**src/rtl/imuid_pkg.sv**
```systemverilog
package imuid_pkg;

  // default number of fraction bits of a magnitude
  localparam int FractionBits = 8;

  // raw accelerometer reading of one g
  localparam int OneGRaw = 2048;

  // width of a sum of three squared 16-bit readings
  localparam int SumW = 32;

  localparam int MagW = 24;
  localparam int HoldW = 16;
  localparam int TimeW = 32;
  localparam int CountW = 32;

  // item queue between front and back
  localparam int QueueDepth = 2;

  // item kinds
  localparam logic [1:0] KindSample = 2'd0;
  localparam logic [1:0] KindFault  = 2'd1;
  localparam logic [1:0] KindReport = 2'd2;
  localparam logic [1:0] KindUnused = 2'd3;

  // configuration register indexes
  localparam int CfgIdxW = 2;
  localparam logic [CfgIdxW-1:0] CfgJerkThreshold     = 2'd0;
  localparam logic [CfgIdxW-1:0] CfgRotationThreshold = 2'd1;
  localparam logic [CfgIdxW-1:0] CfgHitHoldMs         = 2'd2;

  localparam logic [MagW-1:0]  JerkThresholdReset     = 24'd1572864;
  localparam logic [MagW-1:0]  RotationThresholdReset = 24'd2515200;
  localparam logic [HoldW-1:0] HitHoldMsReset         = 16'd500;

  typedef struct packed {
    logic [1:0]        kind;
    logic signed [15:0] accel_x;
    logic signed [15:0] accel_y;
    logic signed [15:0] accel_z;
    logic signed [15:0] gyro_x;
    logic signed [15:0] gyro_y;
    logic signed [15:0] gyro_z;
    logic [TimeW-1:0]  now_ms;
  } imuid_in_t;

  typedef struct packed {
    logic [MagW-1:0]   peak_jerk;
    logic [MagW-1:0]   peak_rotation;
    logic              hit_active;
    logic              read_fault;
    logic [CountW-1:0] report_number;
  } imuid_out_t;

  typedef struct packed {
    logic               valid;
    logic [CfgIdxW-1:0] index;
    logic [MagW-1:0]    data;
  } imuid_cfg_t;

endpackage

```
**src/rtl/imuid_front.sv**
```systemverilog
module imuid_front (
  input  logic                 clk_i,
  input  logic                 rst_ni,
  input  logic                 in_valid_i,
  output logic                 in_ready_o,
  input  imuid_pkg::imuid_in_t in_data_i,
  output logic                 head_valid_o,
  output imuid_pkg::imuid_in_t head_o,
  input  logic                 pop_i
);

  localparam int Depth = imuid_pkg::QueueDepth;
  localparam int PtrW = (Depth > 1) ? $clog2(Depth) : 1;
  localparam int CntW = $clog2(Depth + 1);

  imuid_pkg::imuid_in_t mem_q [Depth];
  logic [PtrW-1:0] wr_ptr_q, wr_ptr_d;
  logic [PtrW-1:0] rd_ptr_q, rd_ptr_d;
  logic [CntW-1:0] count_q, count_d;
  logic            push;

  assign in_ready_o   = (count_q != CntW'(Depth));
  assign head_valid_o = (count_q != '0);
  assign head_o       = mem_q[rd_ptr_q];

  // unused kind code is taken and dropped here
  assign push = in_valid_i && in_ready_o && (in_data_i.kind != imuid_pkg::KindUnused);

  always_comb begin
    wr_ptr_d = wr_ptr_q;
    rd_ptr_d = rd_ptr_q;
    count_d  = count_q;
    if (push) begin
      wr_ptr_d = (wr_ptr_q == PtrW'(Depth - 1)) ? '0 : wr_ptr_q + 1'b1;
    end
    if (pop_i) begin
      rd_ptr_d = (rd_ptr_q == PtrW'(Depth - 1)) ? '0 : rd_ptr_q + 1'b1;
    end
    if (push && !pop_i) begin
      count_d = count_q + 1'b1;
    end else if (!push && pop_i) begin
      count_d = count_q - 1'b1;
    end
  end

  always_ff @(posedge clk_i or negedge rst_ni) begin
    if (!rst_ni) begin
      wr_ptr_q <= '0;
      rd_ptr_q <= '0;
      count_q  <= '0;
    end else begin
      wr_ptr_q <= wr_ptr_d;
      rd_ptr_q <= rd_ptr_d;
      count_q  <= count_d;
    end
  end

  always_ff @(posedge clk_i) begin
    if (push) begin
      mem_q[wr_ptr_q] <= in_data_i;
    end
  end

  a_no_pop_when_empty: assert property (@(posedge clk_i) disable iff (!rst_ni)
    pop_i |-> count_q != '0)
    else $error("queue popped while empty");

endmodule

```
**src/rtl/imuid_sqrt.sv**
```systemverilog
module imuid_sqrt #(
  parameter int FRACTION_BITS = imuid_pkg::FractionBits
) (
  input  logic                                            clk_i,
  input  logic                                            rst_ni,
  input  logic                                            start_i,
  input  logic [imuid_pkg::SumW+2*FRACTION_BITS-1:0]      radicand_i,
  output logic                                            done_o,
  output logic [imuid_pkg::MagW-1:0]                      mag_o
);

  localparam int RadW  = imuid_pkg::SumW + 2 * FRACTION_BITS;
  localparam int RootW = RadW / 2;
  localparam int StepW = $clog2(RootW);

  logic [RadW-1:0]    rad_q, rad_d;
  logic [RootW+1:0]   rem_q, rem_d;
  logic [RootW-1:0]   root_q, root_d;
  logic [StepW-1:0]   step_q, step_d;
  logic               busy_q, busy_d;
  logic               done_q, done_d;
  logic [RootW+3:0]   rem_sh;
  logic [RootW+3:0]   trial;
  logic [RootW+3:0]   diff;
  logic [31:0]        root_ext;

  // one result bit per cycle, restoring method
  assign rem_sh = {rem_q, rad_q[RadW-1 -: 2]};
  assign trial  = {2'b00, root_q, 2'b01};
  assign diff   = rem_sh - trial;

  always_comb begin
    rad_d  = rad_q;
    rem_d  = rem_q;
    root_d = root_q;
    step_d = step_q;
    busy_d = busy_q;
    done_d = 1'b0;
    if (start_i) begin
      rad_d  = radicand_i;
      rem_d  = '0;
      root_d = '0;
      step_d = StepW'(RootW - 1);
      busy_d = 1'b1;
    end else if (busy_q) begin
      rad_d = rad_q << 2;
      if (rem_sh >= trial) begin
        rem_d  = diff[RootW+1:0];
        root_d = {root_q[RootW-2:0], 1'b1};
      end else begin
        rem_d  = rem_sh[RootW+1:0];
        root_d = {root_q[RootW-2:0], 1'b0};
      end
      if (step_q == '0) begin
        busy_d = 1'b0;
        done_d = 1'b1;
      end else begin
        step_d = step_q - 1'b1;
      end
    end
  end

  always_ff @(posedge clk_i or negedge rst_ni) begin
    if (!rst_ni) begin
      busy_q <= 1'b0;
      done_q <= 1'b0;
    end else begin
      busy_q <= busy_d;
      done_q <= done_d;
    end
  end

  always_ff @(posedge clk_i) begin
    rad_q  <= rad_d;
    rem_q  <= rem_d;
    root_q <= root_d;
    step_q <= step_d;
  end

  // saturate at the magnitude width
  assign root_ext = 32'(root_q);
  assign mag_o    = (root_ext > 32'(24'hFFFFFF)) ? '1 : root_ext[imuid_pkg::MagW-1:0];
  assign done_o   = done_q;

endmodule

```
**src/rtl/imuid_back.sv**
```systemverilog
module imuid_back #(
  parameter int FRACTION_BITS = imuid_pkg::FractionBits
) (
  input  logic                  clk_i,
  input  logic                  rst_ni,
  input  imuid_pkg::imuid_cfg_t cfg_i,
  input  logic                  head_valid_i,
  input  imuid_pkg::imuid_in_t  head_i,
  output logic                  pop_o,
  output logic                  out_valid_o,
  input  logic                  out_ready_i,
  output imuid_pkg::imuid_out_t out_data_o
);

  localparam int MagW  = imuid_pkg::MagW;
  localparam int SumW  = imuid_pkg::SumW;
  localparam int RadW  = SumW + 2 * FRACTION_BITS;
  localparam logic [MagW-1:0] OneG = MagW'(imuid_pkg::OneGRaw << FRACTION_BITS);

  localparam logic [2:0] SIdle = 3'd0;
  localparam logic [2:0] SSq   = 3'd1;
  localparam logic [2:0] SRt   = 3'd2;
  localparam logic [2:0] SJerk = 3'd3;
  localparam logic [2:0] SUpd  = 3'd4;

  logic [2:0]                      state_q, state_d;
  logic [1:0]                      cnt_q, cnt_d;
  logic                            vsel_q, vsel_d;
  logic [SumW-1:0]                 sum_q, sum_d;
  logic [MagW-1:0]                 am_q, am_d;
  logic [MagW-1:0]                 gm_q, gm_d;
  logic [MagW-1:0]                 jerk_q, jerk_d;
  logic [MagW-1:0]                 last_am_q, last_am_d;
  logic [MagW-1:0]                 peak_jerk_q, peak_jerk_d;
  logic [MagW-1:0]                 peak_rot_q, peak_rot_d;
  logic [imuid_pkg::TimeW-1:0]     hit_time_q, hit_time_d;
  logic                            fault_q, fault_d;
  logic [imuid_pkg::CountW-1:0]    rpt_q, rpt_d;
  logic [MagW-1:0]                 jerk_thr_q, jerk_thr_d;
  logic [MagW-1:0]                 rot_thr_q, rot_thr_d;
  logic [imuid_pkg::HoldW-1:0]     hold_q, hold_d;
  logic                            out_valid_q, out_valid_d;
  imuid_pkg::imuid_out_t           out_q, out_d;

  logic signed [15:0]              mul_op;
  logic signed [31:0]              sq;
  logic [imuid_pkg::TimeW-1:0]     elapsed;
  logic                            sqrt_start;
  logic [RadW-1:0]                 radicand;
  logic                            sqrt_done;
  logic [MagW-1:0]                 sqrt_mag;
  logic                            pop;

  imuid_sqrt #(
    .FRACTION_BITS(FRACTION_BITS)
  ) u_sqrt (
    .clk_i     (clk_i),
    .rst_ni    (rst_ni),
    .start_i   (sqrt_start),
    .radicand_i(radicand),
    .done_o    (sqrt_done),
    .mag_o     (sqrt_mag)
  );

  // one squarer, accel x y z then gyro x y z
  always_comb begin
    unique case ({vsel_q, cnt_q})
      3'd0:    mul_op = head_i.accel_x;
      3'd1:    mul_op = head_i.accel_y;
      3'd2:    mul_op = head_i.accel_z;
      3'd4:    mul_op = head_i.gyro_x;
      3'd5:    mul_op = head_i.gyro_y;
      3'd6:    mul_op = head_i.gyro_z;
      default: mul_op = '0;
    endcase
  end

  assign sq      = mul_op * mul_op;
  assign elapsed = head_i.now_ms - hit_time_q;

  always_comb begin
    state_d     = state_q;
    cnt_d       = cnt_q;
    vsel_d      = vsel_q;
    sum_d       = sum_q;
    am_d        = am_q;
    gm_d        = gm_q;
    jerk_d      = jerk_q;
    last_am_d   = last_am_q;
    peak_jerk_d = peak_jerk_q;
    peak_rot_d  = peak_rot_q;
    hit_time_d  = hit_time_q;
    fault_d     = fault_q;
    rpt_d       = rpt_q;
    jerk_thr_d  = jerk_thr_q;
    rot_thr_d   = rot_thr_q;
    hold_d      = hold_q;
    out_valid_d = out_valid_q && !out_ready_i;
    out_d       = out_q;
    pop         = 1'b0;
    sqrt_start  = 1'b0;
    radicand    = '0;

    if (cfg_i.valid) begin
      unique case (cfg_i.index)
        imuid_pkg::CfgJerkThreshold:     jerk_thr_d = cfg_i.data;
        imuid_pkg::CfgRotationThreshold: rot_thr_d  = cfg_i.data;
        imuid_pkg::CfgHitHoldMs:         hold_d     = cfg_i.data[imuid_pkg::HoldW-1:0];
        default: ;
      endcase
    end

    unique case (state_q)
      SIdle: begin
        if (head_valid_i) begin
          unique case (head_i.kind)
            imuid_pkg::KindSample: begin
              state_d = SSq;
              cnt_d   = '0;
              vsel_d  = 1'b0;
              sum_d   = '0;
            end
            imuid_pkg::KindFault: begin
              fault_d = 1'b1;
              pop     = 1'b1;
            end
            imuid_pkg::KindReport: begin
              if (!out_valid_q || out_ready_i) begin
                out_valid_d         = 1'b1;
                out_d.peak_jerk     = peak_jerk_q;
                out_d.peak_rotation = peak_rot_q;
                out_d.hit_active    = (elapsed < 32'(hold_q));
                out_d.read_fault    = fault_q;
                out_d.report_number = rpt_q;
                rpt_d               = rpt_q + 1'b1;
                peak_jerk_d         = '0;
                peak_rot_d          = '0;
                fault_d             = 1'b0;
                pop                 = 1'b1;
              end
            end
            default: pop = 1'b1;
          endcase
        end
      end
      SSq: begin
        sum_d = sum_q + $unsigned(sq);
        if (cnt_q == 2'd2) begin
          sqrt_start = 1'b1;
          radicand   = RadW'(sum_d) << (2 * FRACTION_BITS);
          state_d    = SRt;
        end else begin
          cnt_d = cnt_q + 1'b1;
        end
      end
      SRt: begin
        if (sqrt_done) begin
          if (!vsel_q) begin
            am_d    = sqrt_mag;
            vsel_d  = 1'b1;
            cnt_d   = '0;
            sum_d   = '0;
            state_d = SSq;
          end else begin
            gm_d    = sqrt_mag;
            state_d = SJerk;
          end
        end
      end
      SJerk: begin
        jerk_d  = (am_q >= last_am_q) ? am_q - last_am_q : last_am_q - am_q;
        state_d = SUpd;
      end
      SUpd: begin
        last_am_d = am_q;
        if (jerk_q > peak_jerk_q) begin
          peak_jerk_d = jerk_q;
        end
        if (gm_q > peak_rot_q) begin
          peak_rot_d = gm_q;
        end
        if (jerk_q > jerk_thr_q && gm_q < rot_thr_q) begin
          hit_time_d = head_i.now_ms;
        end
        pop     = 1'b1;
        state_d = SIdle;
      end
      default: state_d = SIdle;
    endcase
  end

  always_ff @(posedge clk_i or negedge rst_ni) begin
    if (!rst_ni) begin
      state_q     <= SIdle;
      cnt_q       <= '0;
      vsel_q      <= 1'b0;
      last_am_q   <= OneG;
      peak_jerk_q <= '0;
      peak_rot_q  <= '0;
      hit_time_q  <= '0;
      fault_q     <= 1'b0;
      rpt_q       <= '0;
      jerk_thr_q  <= imuid_pkg::JerkThresholdReset;
      rot_thr_q   <= imuid_pkg::RotationThresholdReset;
      hold_q      <= imuid_pkg::HitHoldMsReset;
      out_valid_q <= 1'b0;
    end else begin
      state_q     <= state_d;
      cnt_q       <= cnt_d;
      vsel_q      <= vsel_d;
      last_am_q   <= last_am_d;
      peak_jerk_q <= peak_jerk_d;
      peak_rot_q  <= peak_rot_d;
      hit_time_q  <= hit_time_d;
      fault_q     <= fault_d;
      rpt_q       <= rpt_d;
      jerk_thr_q  <= jerk_thr_d;
      rot_thr_q   <= rot_thr_d;
      hold_q      <= hold_d;
      out_valid_q <= out_valid_d;
    end
  end

  always_ff @(posedge clk_i) begin
    sum_q  <= sum_d;
    am_q   <= am_d;
    gm_q   <= gm_d;
    jerk_q <= jerk_d;
    out_q  <= out_d;
  end

  assign pop_o       = pop;
  assign out_valid_o = out_valid_q;
  assign out_data_o  = out_q;

  a_done_in_root: assert property (@(posedge clk_i) disable iff (!rst_ni)
    sqrt_done |-> state_q == SRt)
    else $error("root unit finished outside the root state");

  a_head_held: assert property (@(posedge clk_i) disable iff (!rst_ni)
    state_q != SIdle |-> head_valid_i)
    else $error("sample lost its queue entry while in work");

  a_idle_pop_kind: assert property (@(posedge clk_i) disable iff (!rst_ni)
    (pop && state_q == SIdle) |-> (head_valid_i && head_i.kind != imuid_pkg::KindSample))
    else $error("sample popped before it was processed");

  a_window_cleared: assert property (@(posedge clk_i) disable iff (!rst_ni)
    (pop && state_q == SIdle && head_i.kind == imuid_pkg::KindReport)
      |=> (peak_jerk_q == '0 && peak_rot_q == '0 && !fault_q && out_valid_q))
    else $error("window not cleared after report");

endmodule

```
**src/rtl/imu_impact_detector.sv**
```systemverilog
// Impact detector for raw 3-axis accelerometer and gyroscope samples. Items enter a
// two-entry queue and are carried out in order by a back end with one shared squarer
// and one shared root unit that yields one result bit per cycle. A sample passes through
// the squarer and the root unit twice, once for the accelerometer and once for the
// gyroscope vector; a read-failure or report item is handled in the idle state, a
// report waiting only while the previous report has not been transferred. Kind 3 is
// dropped on entry. Configuration writes are always taken (cfg_ready_o is tied high)
// and are meant to be issued while the block is idle.
module imu_impact_detector #(
  parameter int FRACTION_BITS = imuid_pkg::FractionBits
) (
  input  logic                            clk_i,
  input  logic                            rst_ni,
  input  logic                            in_valid_i,
  output logic                            in_ready_o,
  input  imuid_pkg::imuid_in_t            in_data_i,
  output logic                            out_valid_o,
  input  logic                            out_ready_i,
  output imuid_pkg::imuid_out_t           out_data_o,
  input  logic                            cfg_valid_i,
  output logic                            cfg_ready_o,
  input  logic [imuid_pkg::CfgIdxW-1:0]   cfg_index_i,
  input  logic [imuid_pkg::MagW-1:0]      cfg_data_i
);

  imuid_pkg::imuid_in_t  head;
  imuid_pkg::imuid_cfg_t cfg;
  logic                  head_valid;
  logic                  pop;

  assign cfg_ready_o = 1'b1;
  assign cfg.valid   = cfg_valid_i;
  assign cfg.index   = cfg_index_i;
  assign cfg.data    = cfg_data_i;

  imuid_front u_front (
    .clk_i       (clk_i),
    .rst_ni      (rst_ni),
    .in_valid_i  (in_valid_i),
    .in_ready_o  (in_ready_o),
    .in_data_i   (in_data_i),
    .head_valid_o(head_valid),
    .head_o      (head),
    .pop_i       (pop)
  );

  imuid_back #(
    .FRACTION_BITS(FRACTION_BITS)
  ) u_back (
    .clk_i       (clk_i),
    .rst_ni      (rst_ni),
    .cfg_i       (cfg),
    .head_valid_i(head_valid),
    .head_i      (head),
    .pop_o       (pop),
    .out_valid_o (out_valid_o),
    .out_ready_i (out_ready_i),
    .out_data_o  (out_data_o)
  );

endmodule

```
**config.mk**
```make
export PLATFORM = sky130hd
export DESIGN_NAME = imu_impact_detector
export DESIGN_NICKNAME = d
export VERILOG_FILES = /design/src/rtl/imuid_pkg.sv /design/src/rtl/imuid_front.sv /design/src/rtl/imuid_sqrt.sv /design/src/rtl/imuid_back.sv /design/src/rtl/imu_impact_detector.sv
export SDC_FILE = /design/constraint.sdc
export NUM_CORES = 2
export LEC_CHECK = 0
export ABC_AREA = 0
export BUFFER_PORTS_ARGS = -buffer_cell sky130_fd_sc_hd__buf_2
export CELL_PAD_IN_SITES_DETAIL_PLACEMENT = 1
export CELL_PAD_IN_SITES_GLOBAL_PLACEMENT = 1
export CORE_MARGIN = 3
export CORE_UTILIZATION = 45
export CTS_CLUSTER_DIAMETER = 100
export CTS_CLUSTER_SIZE = 40
export DETAILED_ROUTE_END_ITERATION = 8
export PLACE_DENSITY = 0.83
export SLEW_MARGIN = 25
export SYNTH_ARGS = -nofsm -noshare
export SYNTH_HDL_FRONTEND = slang
export SYNTH_HIERARCHICAL = 1
export SYNTH_SLANG_ARGS = --single-unit
```
**constraint.sdc**
```tcl
create_clock -name clk_i -period 14.6 [get_ports clk_i]
set_input_delay 0.73 -clock clk_i [delete_from_list [all_inputs] [get_ports clk_i]]
set_output_delay 0.73 -clock clk_i [all_outputs]
set_load 0.05 [all_outputs]
```
==> impl_metrics.sql <==
INSERT INTO impl_metrics (metric_group, metric, value, unit) VALUES
('timing', 'fin_skew', '0.0636', 'ns'),
('global_route', 'global_route.usage.met2', '0.408', ''),
('detailed_routing', 'drcViolationCount', '0', ''),
('timing', 'min_period', '10.68', 'ns'),
('place', 'cell_area_placed', '0.0497', 'mm²'),
('final_layout', 'layout_common_cells', 'sky130_fd_sc_hd__inv_1 (583), sky130_fd_sc_hd__edfxtp_1 (494), sky130_fd_sc_hd__ha_1 (320), sky130_fd_sc_hd__nand2_1 (298), sky130_fd_sc_hd__fa_1 (272)', ''),
('clock_network', 'tritoncts_clock_tree', 'done', ''),
('timing', 'hold-worst-slack', '0.0442', 'ns'),
('worst_setup_path', 'rr_worst_depth', '28', ''),
('final_layout', 'num-nets-final', '4964', ''),
('logic_synthesis', 'yosys.cell_types.count', '96', ''),
('logic_synthesis', 'yosysSeqAreaShare', '0.453', ''),
('floorplanning', 'die-height', '329', 'µm'),
('run_status', 'status', 'complete, no violations', ''),
('worst_setup_path', 'critical-path-max-stage-delay', '0.85', 'ns'),
('logic_synthesis', 'synth_seq_cells', '763', ''),
('detailed_routing', 'average_vias_per_placed_instance', '5.59', ''),
('place', 'quantity_of_i_o_buffers_inserted_on_ports', '244', ''),
('clock_network', 'cts_hold_fix_bufs', '0', ''),
('clock_network', 'cts-buffers-inserted', '29', ''),
('global_route', 'initial_antenna_violation_count', '10', ''),
('global_route', 'global_route.usage.met3', '0.0282', ''),
('timing', 'worst-slew-pin-transition', '1.03', 'ns'),
('detailed_routing', 'finalWirelength', '127000', 'µm'),
('detailed_routing', 'post_drt_wl_per_cell', '22.6', 'µm'),
('clock_network', 'cts_max_level', '1', ''),
('final_layout', 'stdcell_area', '0.0508', 'mm²'),
('clock_network', 'post-cts-setup-buffer-count', '0', ''),
('place', 'place.detailed.hpwl', '97100', 'µm'),
('floorplanning', 'start_util', '0.458', ''),
('global_route', 'grt_pass1_vias', '34500', ''),
('worst_setup_path', 'worst_path_max_delay_cell', 'sky130_fd_sc_hd__fa_1', ''),
('worst_setup_path', 'worstReg2RegStart', 'u_back/cnt_q[0]', ''),
('worst_setup_path', 'criticalPathCategory', 'reg -> reg', ''),
('detailed_routing', 'vias', '31300', ''),
('global_route', 'global_route.usage.total', '0.230', ''),
('worst_setup_path', 'cp_data_required_time', '15.02', 'ns'),
('final_layout', 'final_common_cell', 'sky130_fd_sc_hd__inv_1', ''),
('clock_network', 'clockRootBuffer', 'sky130_fd_sc_hd__clkbuf_16', ''),
('worst_setup_path', 'worst_path_most_repeated_cell', 'sky130_fd_sc_hd__fa_1', ''),
('logic_synthesis', 'synth.avg_cell_area', '11.7', 'µm²'),
('logic_synthesis', 'synth_enable_flop_cells', '494', ''),
('floorplanning', 'floorplan.io_pins', '246', ''),
('timing', 'finalHoldViolations', '0', ''),
('timing', 'relative_max_transition_margin', '0.311', ''),
('timing', 'maxClockFrequency', '93.6', 'MHz'),
('timing', 'timing.final.setup_violations', '0', ''),
('logic_synthesis', 'netlist_area', '0.0470', 'mm²'),
('floorplanning', 'die-area', '0.108', 'mm²'),
('worst_setup_path', 'ff2ff_setup_slack', '3.92', 'ns'),
('timing', 'rsz0062_at_grt', 'false', ''),
('worst_setup_path', 'startpoint_type', 'flop', ''),
('logic_synthesis', 'yosys_warnings', '6', ''),
('worst_setup_path', 'critical_path.reg2reg.endpoint', 'u_back/u_sqrt/rad_q[47]', ''),
('global_route', 'grt_util_met1', '0.293', ''),
('logic_synthesis', 'synth_async_sr_flop_share', '0.280', ''),
('global_route', 'top_usage_layer', 'met2', ''),
('timing', 'number_of_max_slew_violations_in_the_final_report', '0', ''),
('detailed_routing', 'ant_nets', '0', ''),
('run', 'maxCapViolations', '0', ''),
('final_layout', 'final_layout_size_suffix_gt1_frac', '0.158', ''),
('worst_setup_path', 'worst_ep_arrival_time', '11.09', 'ns'),
('logic_synthesis', 'synth_top_flop_cell', 'sky130_fd_sc_hd__edfxtp_1', ''),
('detailed_routing', 'drtPass1Iterations', '6', ''),
('clock_network', 'clock-sinks', '763', ''),
('global_route', 'grt_remaining_overflow', '0', ''),
('detailed_routing', 'detail_route.iter0.violations', '2396', ''),
('place', 'finalWeightedCongestion', '0.921', ''),
('clock_network', 'ctsLongestPathBuffers', '3', ''),
('final_layout', 'layout-area-overhead-vs-synth', '7.96', '%'),
('floorplanning', 'core_box_area', '0.103', 'mm²');
-- kinds of logic (layout without fill, tap and decap cells) --
group                      count (synthesis)  count (layout)  synth area share
other                                      2              28          0.000160
buffers and inverters                    737             920            0.0616
muxes                                    366             366            0.0923
DFF                                      763             763             0.453
xor gates and xnor gates                 144             144            0.0268
AOI/OAI and AO/OA                        596             596            0.0820
adders and majority gates                593             593             0.201
and+or+nand+nor                          834             834            0.0829
-- stage by stage --
step,setup slack (ns),util,cells
finish,3.92,0.494,5612
global route,3.56,0.494,5611
CTS,4.23,0.494,5601
detailed placement,4.27,0.483,5547
global placement,4.59,0.483,5547
floorplan,6.36,-,4050
-- layout make-up --
class                           instances  area, µm²
Inverter                              588       2210
Clock buffer                           35        768
Sequential cell                       763      21300
Multi-Input combinational cell       2550      22900
Antenna cell                           11       27.5
Timing Repair Buffer                  278       1490
Clock inverter                         19        320
Tap cell                             1368       1710
Fill cell                           11000      52000
-- critical path, delay by kind of cell (launching register included) --
family,cells,cell delay (ns)
flip-flops,1,0.44
multiplexers,2,1.04
adder cells (fa/ha/maj),8,4.52
buffers and inverters,5,1.11
AND/OR/NAND/NOR,4,1.04
XOR/XNOR,1,0.15
AO/OA/AOI/OAI,8,2.08
-- cells in the mapped netlist, drive strengths merged, types with 10 or more instances --
| master | instances | share of area |
|---|---|---|
| a2111oi | 10 | 0.0020 |
| a211oi | 40 | 0.0066 |
| a21o | 52 | 0.0083 |
| a21oi | 155 | 0.017 |
| a222oi | 26 | 0.0055 |
| a31oi | 18 | 0.0025 |
| and2 | 31 | 0.0041 |
| and3 | 39 | 0.0052 |
| buf | 40 | 0.0060 |
| clkbuf | 109 | 0.0087 |
| dfrtp | 199 | 0.11 |
| dfstp | 15 | 0.0084 |
| dfxtp | 55 | 0.023 |
| edfxtp | 494 | 0.32 |
| fa | 272 | 0.12 |
| ha | 321 | 0.085 |
| inv | 586 | 0.047 |
| mux2 | 272 | 0.072 |
| mux2i | 94 | 0.020 |
| nand2 | 298 | 0.024 |
| nand2b | 26 | 0.0035 |
| nand3 | 64 | 0.0071 |
| nand4 | 35 | 0.0048 |
| nor2 | 227 | 0.018 |
| nor2b | 29 | 0.0039 |
| nor3 | 28 | 0.0030 |
| nor4 | 12 | 0.0019 |
| o211ai | 14 | 0.0022 |
| o21a | 19 | 0.0030 |
| o21ai | 172 | 0.018 |
| o21bai | 23 | 0.0037 |
| xnor2 | 96 | 0.018 |
| xor2 | 48 | 0.0089 |
-- per-layer routing --
layer / wire length (µm) / part of all wire / up-vias
met5: 7 / 0.000055 / -
met2: 64400 / 0.51 / 886
met4: 4110 / 0.032 / 2
met3: 6470 / 0.051 / 232
met1: 51800 / 0.41 / 16100
li1: - / - / 14100
-- state kept, by name, summed over array words and instances (netlist names), 16 cells and up --
| register | cells |
|---|---|
| u_back/rot_thr_q | 24 |
| u_back/hold_q | 16 |
| u_back/last_am_q | 24 |
| u_front/mem_q | 260 |
| u_back/rpt_q | 32 |
| u_back/out_data_o | 82 |
| u_back/gm_q | 24 |
| u_back/am_q | 24 |
| u_back/peak_rot_q | 24 |
| u_back/u_sqrt/rad_q | 48 |
| u_back/sum_q | 32 |
| u_back/jerk_q | 24 |
| u_back/hit_time_q | 32 |
| u_back/peak_jerk_q | 24 |
| u_back/u_sqrt/rem_q | 26 |
| u_back/u_sqrt/root_q | 24 |
| u_back/jerk_thr_q | 24 |
-- worst max-delay path by stage --
stage                          start                       to  cells after the start
floorplan              u_back/vsel_q  u_back/u_sqrt/rad_q[47]                     28
global placement     u_back/cnt_q[0]  u_back/u_sqrt/rad_q[47]                     28
detailed placement  u_front/rd_ptr_q  u_back/u_sqrt/rad_q[47]                     28
CTS                 u_front/rd_ptr_q  u_back/u_sqrt/rad_q[47]                     28
global route         u_back/cnt_q[0]  u_back/u_sqrt/rad_q[47]                     28
finish               u_back/cnt_q[0]  u_back/u_sqrt/rad_q[47]                     28
Power is not shown: default switching activity piles up to over one toggle a cycle in this logic, so the estimate is an artifact.
